<file path="config.mk">
export PLATFORM = sky130hd
export DESIGN_NAME = terminal_key_escape_decoder_flat
export DESIGN_NICKNAME = d
export VERILOG_FILES = /design/src/hw/rtl/tked_pkg.sv /design/src/hw/rtl/tked_if.sv /design/src/hw/rtl/tked_core.sv /design/src/hw/rtl/terminal_key_escape_decoder.sv /design/src/flat_wrapper.sv
export SDC_FILE = /design/constraint.sdc
export NUM_CORES = 1
export LEC_CHECK = 0
export ABC_CLOCK_PERIOD_IN_PS = 5100
export BUFFER_PORTS_ARGS = -buffer_cell sky130_fd_sc_hd__buf_2
export CAP_MARGIN = 30
export CORE_MARGIN = 1.5
export CORE_UTILIZATION = 55
export DETAILED_ROUTE_END_ITERATION = 8
export PLACE_DENSITY = 0.79
export SLEW_MARGIN = 10
export SYNTH_ARGS = -nofsm -noshare
export SYNTH_HDL_FRONTEND = slang
export SYNTH_SLANG_ARGS = --single-unit
export TNS_END_PERCENT = 5
</file>
<file path="constraint.sdc">
create_clock -name clk -period 5.1 [get_ports clk]
set_input_delay 1.02 -clock clk [delete_from_list [all_inputs] [get_ports clk]]
set_output_delay 1.02 -clock clk [all_outputs]
set_load 0.05 [all_outputs]
</file>
<file path="src/hw/rtl/tked_pkg.sv">
// Shared types, constants and decode functions for the terminal key escape decoder.
// No dependencies.
`default_nettype none

package tked_pkg;

  localparam logic       OP_BYTE = 1'b0;
  localparam logic       OP_TICK = 1'b1;

  localparam logic       KIND_CHAR    = 1'b0;
  localparam logic       KIND_SPECIAL = 1'b1;

  localparam logic [7:0] K_UP        = 8'd0;
  localparam logic [7:0] K_DOWN      = 8'd1;
  localparam logic [7:0] K_RIGHT     = 8'd2;
  localparam logic [7:0] K_LEFT      = 8'd3;
  localparam logic [7:0] K_HOME      = 8'd4;
  localparam logic [7:0] K_END       = 8'd5;
  localparam logic [7:0] K_DELETE    = 8'd6;
  localparam logic [7:0] K_PGUP      = 8'd7;
  localparam logic [7:0] K_PGDN      = 8'd8;
  localparam logic [7:0] K_F1        = 8'd9;
  localparam logic [7:0] K_F5        = 8'd10;
  localparam logic [7:0] K_ESC       = 8'd11;
  localparam logic [7:0] K_BACKSPACE = 8'd12;
  localparam logic [7:0] K_TIMEOUT   = 8'd13;

  localparam logic [7:0] ESC_BYTE  = 8'h1B;
  localparam logic [7:0] DEL_BYTE  = 8'h7F;
  localparam logic [7:0] FINAL_MIN = 8'h40;
  localparam logic [7:0] CSI_BYTE  = 8'h5B;  // '['
  localparam logic [7:0] SS3_BYTE  = 8'h4F;  // 'O'

  localparam logic [9:0] TICK_MAX = 10'd1023;
  localparam int         HEAD_BYTES = 3;

  localparam logic [7:0] ERASE_RESET       = 8'd127;
  localparam logic [9:0] KEY_TIMEOUT_RESET = 10'd200;
  localparam logic [9:0] SEQ_TIMEOUT_RESET = 10'd50;

  localparam logic [1:0] REG_ERASE       = 2'd0;
  localparam logic [1:0] REG_KEY_TIMEOUT = 2'd1;
  localparam logic [1:0] REG_SEQ_TIMEOUT = 2'd2;

  // Sequence length as seen by the matcher
  localparam logic [1:0] LEN_OTHER = 2'd0;
  localparam logic [1:0] LEN_ONE   = 2'd1;
  localparam logic [1:0] LEN_TWO   = 2'd2;
  localparam logic [1:0] LEN_THREE = 2'd3;

  typedef struct packed {
    logic [7:0] erase_char;
    logic [9:0] key_timeout_ticks;
    logic [9:0] seq_timeout_ticks;
  } cfg_t;

  function automatic logic [7:0] final_key(input logic [7:0] b);
    logic [7:0] k;
    case (b)
      8'h41:   k = K_UP;
      8'h42:   k = K_DOWN;
      8'h43:   k = K_RIGHT;
      8'h44:   k = K_LEFT;
      8'h48:   k = K_HOME;
      8'h46:   k = K_END;
      default: k = K_ESC;
    endcase
    return k;
  endfunction

  function automatic logic [7:0] ss3_key(input logic [7:0] b);
    return (b == 8'h50) ? K_F1 : final_key(b);
  endfunction

  function automatic logic [7:0] decode_csi(input logic [1:0] len_sel, input logic [7:0] a,
                                            input logic [7:0] b, input logic [7:0] c);
    logic [7:0] k;
    k = K_ESC;
    if (len_sel == LEN_ONE) begin
      k = final_key(a);
    end else if (len_sel == LEN_TWO && b == 8'h7E) begin
      case (a)
        8'h31:   k = K_HOME;
        8'h33:   k = K_DELETE;
        8'h34:   k = K_END;
        8'h35:   k = K_PGUP;
        8'h36:   k = K_PGDN;
        default: k = K_ESC;
      endcase
    end else if (len_sel == LEN_THREE && a == 8'h31 && c == 8'h7E) begin
      if (b == 8'h31) begin
        k = K_F1;
      end else if (b == 8'h35) begin
        k = K_F5;
      end
    end
    return k;
  endfunction

endpackage

`default_nettype wire

</file>
<file path="src/hw/rtl/tked_if.sv">
// Valid/ready channel interfaces: received bytes and ticks in, decoded keys out.
// No dependencies.
`default_nettype none

interface tked_in_if;
  logic       valid;
  logic       ready;
  logic       op;
  logic [7:0] byte_value;

  modport source (output valid, output op, output byte_value, input ready);
  modport sink   (input valid, input op, input byte_value, output ready);
endinterface

interface tked_out_if;
  logic       valid;
  logic       ready;
  logic       key_kind;
  logic [7:0] key_code;

  modport source (output valid, output key_kind, output key_code, input ready);
  modport sink   (input valid, input key_kind, input key_code, output ready);
endinterface

`default_nettype wire

</file>
<file path="src/hw/rtl/tked_core.sv">
// Decode state machine, tick counter, CSI capture and output register.
// Depends on tked_pkg and tked_if.
`default_nettype none

module tked_core #(
  parameter int SEQ_BUFFER_BYTES = 16
) (
  input  wire             clk,
  input  wire             rst,
  input  tked_pkg::cfg_t  cfg,
  tked_in_if.sink         byte_chan,
  tked_out_if.source      key_chan
);

  localparam int LW = $clog2(SEQ_BUFFER_BYTES);

  typedef enum logic [1:0] {
    MODE_IDLE,
    MODE_ESC,
    MODE_CSI,
    MODE_SS3
  } mode_t;

  mode_t          mode, mode_next;
  logic [9:0]     tick_count, tick_count_next;
  logic [LW-1:0]  seq_length, seq_length_next;
  logic [7:0]     head [tked_pkg::HEAD_BYTES];
  logic [7:0]     head_next [tked_pkg::HEAD_BYTES];
  logic           out_valid;
  logic           out_kind;
  logic [7:0]     out_code;

  logic           take;
  logic           emit;
  logic           emit_kind;
  logic [7:0]     emit_code;
  logic [9:0]     tick_inc;
  logic [9:0]     limit;
  logic [LW-1:0]  len_inc;
  logic [7:0]     b;

  function automatic logic [1:0] len_code(input logic [LW-1:0] n);
    logic [1:0] s;
    if (n == LW'(1)) begin
      s = tked_pkg::LEN_ONE;
    end else if (n == LW'(2)) begin
      s = tked_pkg::LEN_TWO;
    end else if (n == LW'(3)) begin
      s = tked_pkg::LEN_THREE;
    end else begin
      s = tked_pkg::LEN_OTHER;
    end
    return s;
  endfunction

  assign byte_chan.ready = !out_valid || key_chan.ready;
  assign take            = byte_chan.valid && byte_chan.ready;
  assign b               = byte_chan.byte_value;

  assign key_chan.valid    = out_valid;
  assign key_chan.key_kind = out_kind;
  assign key_chan.key_code = out_code;

  assign tick_inc = (tick_count == tked_pkg::TICK_MAX) ? tick_count : tick_count + 10'd1;
  assign limit    = (mode == MODE_IDLE) ? cfg.key_timeout_ticks : cfg.seq_timeout_ticks;
  assign len_inc  = seq_length + LW'(1);

  always_comb begin
    mode_next       = mode;
    tick_count_next = 10'd0;
    seq_length_next = seq_length;
    head_next       = head;
    emit            = 1'b0;
    emit_kind       = tked_pkg::KIND_SPECIAL;
    emit_code       = tked_pkg::K_ESC;
    if (byte_chan.op == tked_pkg::OP_TICK) begin
      tick_count_next = tick_inc;
      if (tick_inc >= limit) begin
        emit            = 1'b1;
        tick_count_next = 10'd0;
        if (mode == MODE_IDLE) begin
          emit_code = tked_pkg::K_TIMEOUT;
        end else begin
          if (mode == MODE_CSI) begin
            emit_code = tked_pkg::decode_csi(len_code(seq_length), head[0], head[1], head[2]);
          end
          mode_next       = MODE_IDLE;
          seq_length_next = '0;
        end
      end
    end else begin
      unique case (mode)
        MODE_IDLE: begin
          if (b == cfg.erase_char || b == tked_pkg::DEL_BYTE) begin
            emit      = 1'b1;
            emit_code = tked_pkg::K_BACKSPACE;
          end else if (b == tked_pkg::ESC_BYTE) begin
            mode_next = MODE_ESC;
          end else begin
            emit      = 1'b1;
            emit_kind = tked_pkg::KIND_CHAR;
            emit_code = b;
          end
        end
        MODE_ESC: begin
          if (b == tked_pkg::CSI_BYTE) begin
            mode_next       = MODE_CSI;
            seq_length_next = '0;
          end else if (b == tked_pkg::SS3_BYTE) begin
            mode_next = MODE_SS3;
          end else begin
            emit            = 1'b1;
            mode_next       = MODE_IDLE;
            seq_length_next = '0;
          end
        end
        MODE_CSI: begin
          if (seq_length < LW'(tked_pkg::HEAD_BYTES)) begin
            head_next[seq_length[1:0]] = b;
          end
          seq_length_next = len_inc;
          if (b >= tked_pkg::FINAL_MIN || len_inc >= LW'(SEQ_BUFFER_BYTES - 1)) begin
            emit            = 1'b1;
            emit_code       = tked_pkg::decode_csi(len_code(len_inc), head_next[0],
                                                   head_next[1], head_next[2]);
            mode_next       = MODE_IDLE;
            seq_length_next = '0;
          end
        end
        MODE_SS3: begin
          emit            = 1'b1;
          emit_code       = tked_pkg::ss3_key(b);
          mode_next       = MODE_IDLE;
          seq_length_next = '0;
        end
        default: begin
          mode_next = MODE_IDLE;
        end
      endcase
    end
  end

  always_ff @(posedge clk) begin
    if (rst) begin
      mode       <= MODE_IDLE;
      tick_count <= 10'd0;
      seq_length <= '0;
      out_valid  <= 1'b0;
    end else if (take) begin
      mode       <= mode_next;
      tick_count <= tick_count_next;
      seq_length <= seq_length_next;
      head       <= head_next;
      out_valid  <= emit;
      if (emit) begin
        out_kind <= emit_kind;
        out_code <= emit_code;
      end
    end else if (key_chan.ready) begin
      out_valid <= 1'b0;
    end
  end

`ifndef ASSERT_OFF
  a_reset_clears_out: assert property (@(posedge clk) rst |=> !out_valid)
    else $error("output beat valid right after reset");

  a_idle_no_length: assert property (@(posedge clk) disable iff (rst)
    mode == MODE_IDLE |-> seq_length == '0)
    else $error("sequence length nonzero while idle");

  a_csi_length_bound: assert property (@(posedge clk) disable iff (rst)
    mode == MODE_CSI |-> seq_length < LW'(SEQ_BUFFER_BYTES - 1))
    else $error("sequence length past buffer end");

  a_idle_byte_emits: assert property (@(posedge clk) disable iff (rst)
    (take && mode == MODE_IDLE && byte_chan.op == tked_pkg::OP_BYTE &&
     b != tked_pkg::ESC_BYTE) |=> out_valid)
    else $error("idle byte produced no key beat");

  a_ready_when_empty: assert property (@(posedge clk) disable iff (rst)
    !out_valid |-> byte_chan.ready)
    else $error("input stalled with empty output register");
`endif

endmodule

`default_nettype wire

</file>
<file path="src/hw/rtl/terminal_key_escape_decoder.sv">
// Terminal key escape decoder top level: APB configuration registers and the decode core.
// Depends on tked_pkg, tked_if and tked_core.
// Takes one byte or tick beat per cycle on byte_chan; a key beat appears on key_chan in the
// cycle after the input beat that causes it. The single output register sets the rate:
// byte_chan.ready is high whenever that register is empty or is being taken in the same
// cycle, so with key_chan.ready held high the block sustains one input beat per clock.
// Ticks and bytes that complete no key produce no output beat.
`default_nettype none

module terminal_key_escape_decoder #(
  parameter int SEQ_BUFFER_BYTES = 16
) (
  input  wire         clk,
  input  wire         rst,
  input  wire         psel,
  input  wire         penable,
  input  wire         pwrite,
  input  wire  [3:0]  paddr,
  input  wire  [31:0] pwdata,
  output logic [31:0] prdata,
  output logic        pready,
  tked_in_if.sink     byte_chan,
  tked_out_if.source  key_chan
);

  tked_pkg::cfg_t cfg;
  logic [1:0]     reg_index;
  logic           wr;

  assign pready    = 1'b1;
  assign reg_index = paddr[3:2];
  assign wr        = psel && penable && pwrite && pready;

  always_ff @(posedge clk) begin
    if (rst) begin
      cfg.erase_char        <= tked_pkg::ERASE_RESET;
      cfg.key_timeout_ticks <= tked_pkg::KEY_TIMEOUT_RESET;
      cfg.seq_timeout_ticks <= tked_pkg::SEQ_TIMEOUT_RESET;
    end else if (wr) begin
      unique case (reg_index)
        tked_pkg::REG_ERASE:       cfg.erase_char        <= pwdata[7:0];
        tked_pkg::REG_KEY_TIMEOUT: cfg.key_timeout_ticks <= pwdata[9:0];
        tked_pkg::REG_SEQ_TIMEOUT: cfg.seq_timeout_ticks <= pwdata[9:0];
        default: begin
        end
      endcase
    end
  end

  always_comb begin
    unique case (reg_index)
      tked_pkg::REG_ERASE:       prdata = {24'd0, cfg.erase_char};
      tked_pkg::REG_KEY_TIMEOUT: prdata = {22'd0, cfg.key_timeout_ticks};
      tked_pkg::REG_SEQ_TIMEOUT: prdata = {22'd0, cfg.seq_timeout_ticks};
      default:                   prdata = 32'd0;
    endcase
  end

  tked_core #(
    .SEQ_BUFFER_BYTES(SEQ_BUFFER_BYTES)
  ) u_core (
    .clk       (clk),
    .rst       (rst),
    .cfg       (cfg),
    .byte_chan (byte_chan),
    .key_chan  (key_chan)
  );

endmodule

`default_nettype wire
</file>
<file path="src/flat_wrapper.sv">
// flat-port wrapper written by rule: the top's interface ports become plain ports
module terminal_key_escape_decoder_flat 
#(
  parameter int SEQ_BUFFER_BYTES = 16
)
  (clk, rst, psel, penable, pwrite, paddr, pwdata, prdata, pready, byte_chan_valid, byte_chan_op, byte_chan_byte_value, byte_chan_ready, key_chan_valid, key_chan_key_kind, key_chan_key_code, key_chan_ready);
  tked_in_if byte_chan_i ();
  tked_out_if key_chan_i ();
  input  wire clk;
  input  wire rst;
  input  wire psel;
  input  wire penable;
  input  wire pwrite;
  input  wire  [3:0] paddr;
  input  wire  [31:0] pwdata;
  output logic [31:0] prdata;
  output logic pready;
  input wire logic [$bits(byte_chan_i.valid)-1:0] byte_chan_valid;
  input wire logic [$bits(byte_chan_i.op)-1:0] byte_chan_op;
  input wire logic [$bits(byte_chan_i.byte_value)-1:0] byte_chan_byte_value;
  output wire logic [$bits(byte_chan_i.ready)-1:0] byte_chan_ready;
  output wire logic [$bits(key_chan_i.valid)-1:0] key_chan_valid;
  output wire logic [$bits(key_chan_i.key_kind)-1:0] key_chan_key_kind;
  output wire logic [$bits(key_chan_i.key_code)-1:0] key_chan_key_code;
  input wire logic [$bits(key_chan_i.ready)-1:0] key_chan_ready;
  assign byte_chan_i.valid = byte_chan_valid;
  assign byte_chan_i.op = byte_chan_op;
  assign byte_chan_i.byte_value = byte_chan_byte_value;
  assign byte_chan_ready = byte_chan_i.ready;
  assign key_chan_valid = key_chan_i.valid;
  assign key_chan_key_kind = key_chan_i.key_kind;
  assign key_chan_key_code = key_chan_i.key_code;
  assign key_chan_i.ready = key_chan_ready;
  terminal_key_escape_decoder #(.SEQ_BUFFER_BYTES(SEQ_BUFFER_BYTES)) u_core (.clk(clk), .rst(rst), .psel(psel), .penable(penable), .pwrite(pwrite), .paddr(paddr), .pwdata(pwdata), .prdata(prdata), .pready(pready), .byte_chan(byte_chan_i), .key_chan(key_chan_i));
endmodule
</file>
==> results.ini <==
[clocking]
path_clk_slew_ns=0.09
htree_levels=3
ctsHoldBuffers=0
clock_sinks=78
cts_setup_buffers=0
cts_tree=built
root_buffer=clkbuf_8
clk_latency_ns=0.36
numCtsBuffers=9
clockBufferDepth=2
cts_resized=0

[timing]
finalCriticalPeriod_ns=4.01
whs_ns=0.475
max_freq_mhz=249
hold_violations=0
slew_viol_final=0
setup_viol=0
finalSetupTns_ns=0
worst_slack_ns=1.09
worst_clock_skew_ns=0.0124
period_share=0.787
tightest_slew_ns=0.958
max-slew-margin-rel=0.359
grt_setup_unrepaired=no

[critical_path]
crit_path_end_kind=flop
cpMostUsedCell=nor3_1
critical_path_class=flop to flop
cp.arrival_ns=4.28
cpPeakStageDelay_ns=0.60
required_ns=5.36
rr_worst_depth=14
worstPathCellList=ha_1 -> nand3_1 -> nor3_1 -> buf_4 -> nor3_1 -> xor2_1 -> ha_1 -> a21o_1 -> a21o_1 -> a211o_1 -> a21oi_1 -> nor3_1 -> or3_1 -> o31ai_1
rr_startpoint=u_core.u_core.tick_count[0]
cpMaxStageDelayCell=a21oi_1
r2r-end=u_core.u_core.seq_length[0]
r2r_slack_ns=1.09
cp-start-kind=flop
worstPathMaxFanout=10

[pwr]
power_leakage_nw=2.23
vdd_drop_max_uv=148
power.density_mw_per_mm2=220

[final_layout]
regArea_sq_mm=0.00189
final_cell_mix=nand2_1 (89), buf_2 (48), dfxtp_1 (45)
area_growth_pct=7.73
fill_cells=808
num-nets-final=727
final_common_cell=nand2_1
n_antenna_cell=0
drive_above_1_share=0.163
multi_input_area_sq_mm=0.00323

[die]
dieArea_sq_mm=0.0104
core_sq_mm=0.00937
fp.dieH_um=102
start_util=0.575
num_rows=35
die_x_um=102
ios=96

[synthesis]
synth_cell_types=67
syn_area_sq_mm=0.00539
syn_area_per_cell_sq_um=8.60
postSynthCellCount=627
yosysWarningCount=0
synthFlopType=dfxtp_1
yosysSeqAreaShare=0.351
yosys_register_bits=78
synth-edff-count=33
synthArstFlopShare=0

[detailed_routing]
wl_per_cell_um=17.2
drc=0
drt-vias-per-instance=6.18
first_iter_violations=538
postRouteAntennaNets=0
vias=4892
drt-pass1-iter-count=5
finalWirelength_um=13600

[global_route]
grt.total_usage=0.266
grt_use_met3=0.0369
grt_pass1_vias=4459
met1_usage=0.369
grt.busiest_layer=met2
grt_pass1_wl_um=21500
grt_max_degree=50
overflow=0
met2_usage=0.422
grt_antenna_before_repair=0

[run_status]
status=finished, final reports clean

[place]
dpl.hpwl_um=9630
gp_congestion=0.945
portBuffers=48
dp_worst_setup_slack_ns=1.18

[flow_run]
drv_cap=0

[min_path]
whs_endpoint=u_core.cfg[2]
whs_path_depth=2
hold_path.startpoint=u_core.cfg[2]
worstHoldPathType=flop to flop

## cells by family (layout without fill, tap and decap cells)
logic type | Yosys count | after routing | synth area share
mux | 54 | 54 | 0.105
compound gates | 120 | 120 | 0.146
simple gates | 273 | 273 | 0.269
fa+ha+maj | 17 | 17 | 0.0395
xor+xnor | 14 | 14 | 0.0227
other cells | 2 | 23 | 0.00139
buf+inv | 69 | 84 | 0.0652
flops | 78 | 78 | 0.351
## worst max path at each step
stage                                 from                     endpoint  slack (ns)  depth (start not counted)
2_1_floorplan               key_chan_ready        u_core.u_core.head[0]        1.06                          4
3_3_place_gp   u_core.u_core.tick_count[0]  u_core.u_core.seq_length[0]        1.31                         14
3_5_place_dp   u_core.u_core.tick_count[0]  u_core.u_core.seq_length[2]        1.18                         14
4_1_cts        u_core.u_core.tick_count[0]  u_core.u_core.seq_length[2]        1.13                         14
5_1_grt        u_core.u_core.tick_count[0]  u_core.u_core.seq_length[2]        0.68                         14
6_report       u_core.u_core.tick_count[0]  u_core.u_core.seq_length[0]        1.09                         14
## layout make-up
cell class | count | share of cell area
clock inverter | 4 | 0.00539
clock buffer | 12 | 0.0252
sequential | 78 | 0.326
timing repair buffer | 56 | 0.0517
tap | 129 | 0.0278
inverter | 12 | 0.00776
multi-input combinational | 501 | 0.556
## report_power, final
group	leakage (nW)	internal, W	switching, W	total, W
clock network	0.0939	0.000195	0.000244	0.000439
logic	1.50	0.0000434	0.000138	0.000181
registers	0.635	0.000654	0.00000467	0.000659
total	2.23	0.000893	0.000386	0.00128
## synthesized netlist by cell type (3+ instances only)
| cell type | number | area (sq um) |
|---|---|---|
| nor3b_1 | 6 | 45.0 |
| a211o_1 | 10 | 87.6 |
| nand2_1 | 89 | 334 |
| or3b_2 | 3 | 26.3 |
| a21o_1 | 4 | 30.0 |
| nor4b_1 | 3 | 26.3 |
| nand2b_1 | 16 | 100 |
| and2_1 | 6 | 37.5 |
| nor4b_2 | 3 | 45.0 |
| nor3_1 | 24 | 120 |
| edfxtp_1 | 33 | 991 |
| xor2_1 | 12 | 105 |
| or3_1 | 6 | 37.5 |
| nand3_1 | 22 | 110 |
| nor2b_1 | 13 | 81.3 |
| dfxtp_1 | 45 | 901 |
| a31oi_1 | 6 | 37.5 |
| o211ai_1 | 3 | 22.5 |
| a211oi_1 | 5 | 37.5 |
| buf_4 | 23 | 173 |
| o21ai_0 | 25 | 125 |
| inv_1 | 12 | 45.0 |
| nor2_1 | 35 | 131 |
| ha_1 | 17 | 213 |
| nand3b_1 | 13 | 97.6 |
| nand4_1 | 10 | 62.6 |
| a22oi_1 | 6 | 45.0 |
| mux2i_1 | 33 | 330 |
| mux2_2 | 21 | 236 |
| buf_1 | 3 | 11.3 |
| buf_2 | 5 | 25.0 |
| clkbuf_1 | 26 | 97.6 |
| a21oi_1 | 33 | 165 |
| nor4_1 | 10 | 62.6 |
| o32ai_1 | 3 | 26.3 |
## metrics by stage
step | utilization | cell area, sq um | power (W) | std cells
floorplan | - | 5470 | 0.000824 | 648
global placement | 0.600 | 5620 | 0.000849 | 775
detailed placement | 0.600 | 5620 | 0.000853 | 775
CTS | 0.619 | 5800 | 0.00128 | 791
global route | 0.620 | 5810 | 0.00132 | 792
finish | 0.620 | 5810 | 0.00128 | 792
## worst max-delay path, delay by kind of cell (launching register included)
| family | cells | cell delay (ns) |
|---|---|---|
| xor+xnor | 1 | 0.22 |
| simple gates | 5 | 1.20 |
| buf+inv | 1 | 0.19 |
| compound gates | 5 | 1.33 |
| flops | 1 | 0.44 |
| fa+ha+maj | 2 | 0.54 |
## per-layer routing
metal	routed length, um	vias to the layer above	share of wire
li1	-	2307	-
met1	5790	2323	0.43
met2	6420	237	0.47
met3	1160	25	0.085
met4	225	0	0.017
met5	0	-	0
## sequential cells by signal, indices dropped and copies added (netlist names)
| signal | cells |
|---|---|
| u_core.cfg | 28 |
| u_core.u_core.head | 24 |
| u_core.u_core.tick_count | 10 |
| u_core.u_core.key_chan.key_code | 8 |
| u_core.u_core.seq_length | 4 |
| u_core.u_core.mode | 2 |
| u_core.u_core.key_chan.key_kind | 1 |
| u_core.u_core.key_chan.valid | 1 |
No activity file was read; power rests on OpenSTA's default activity.
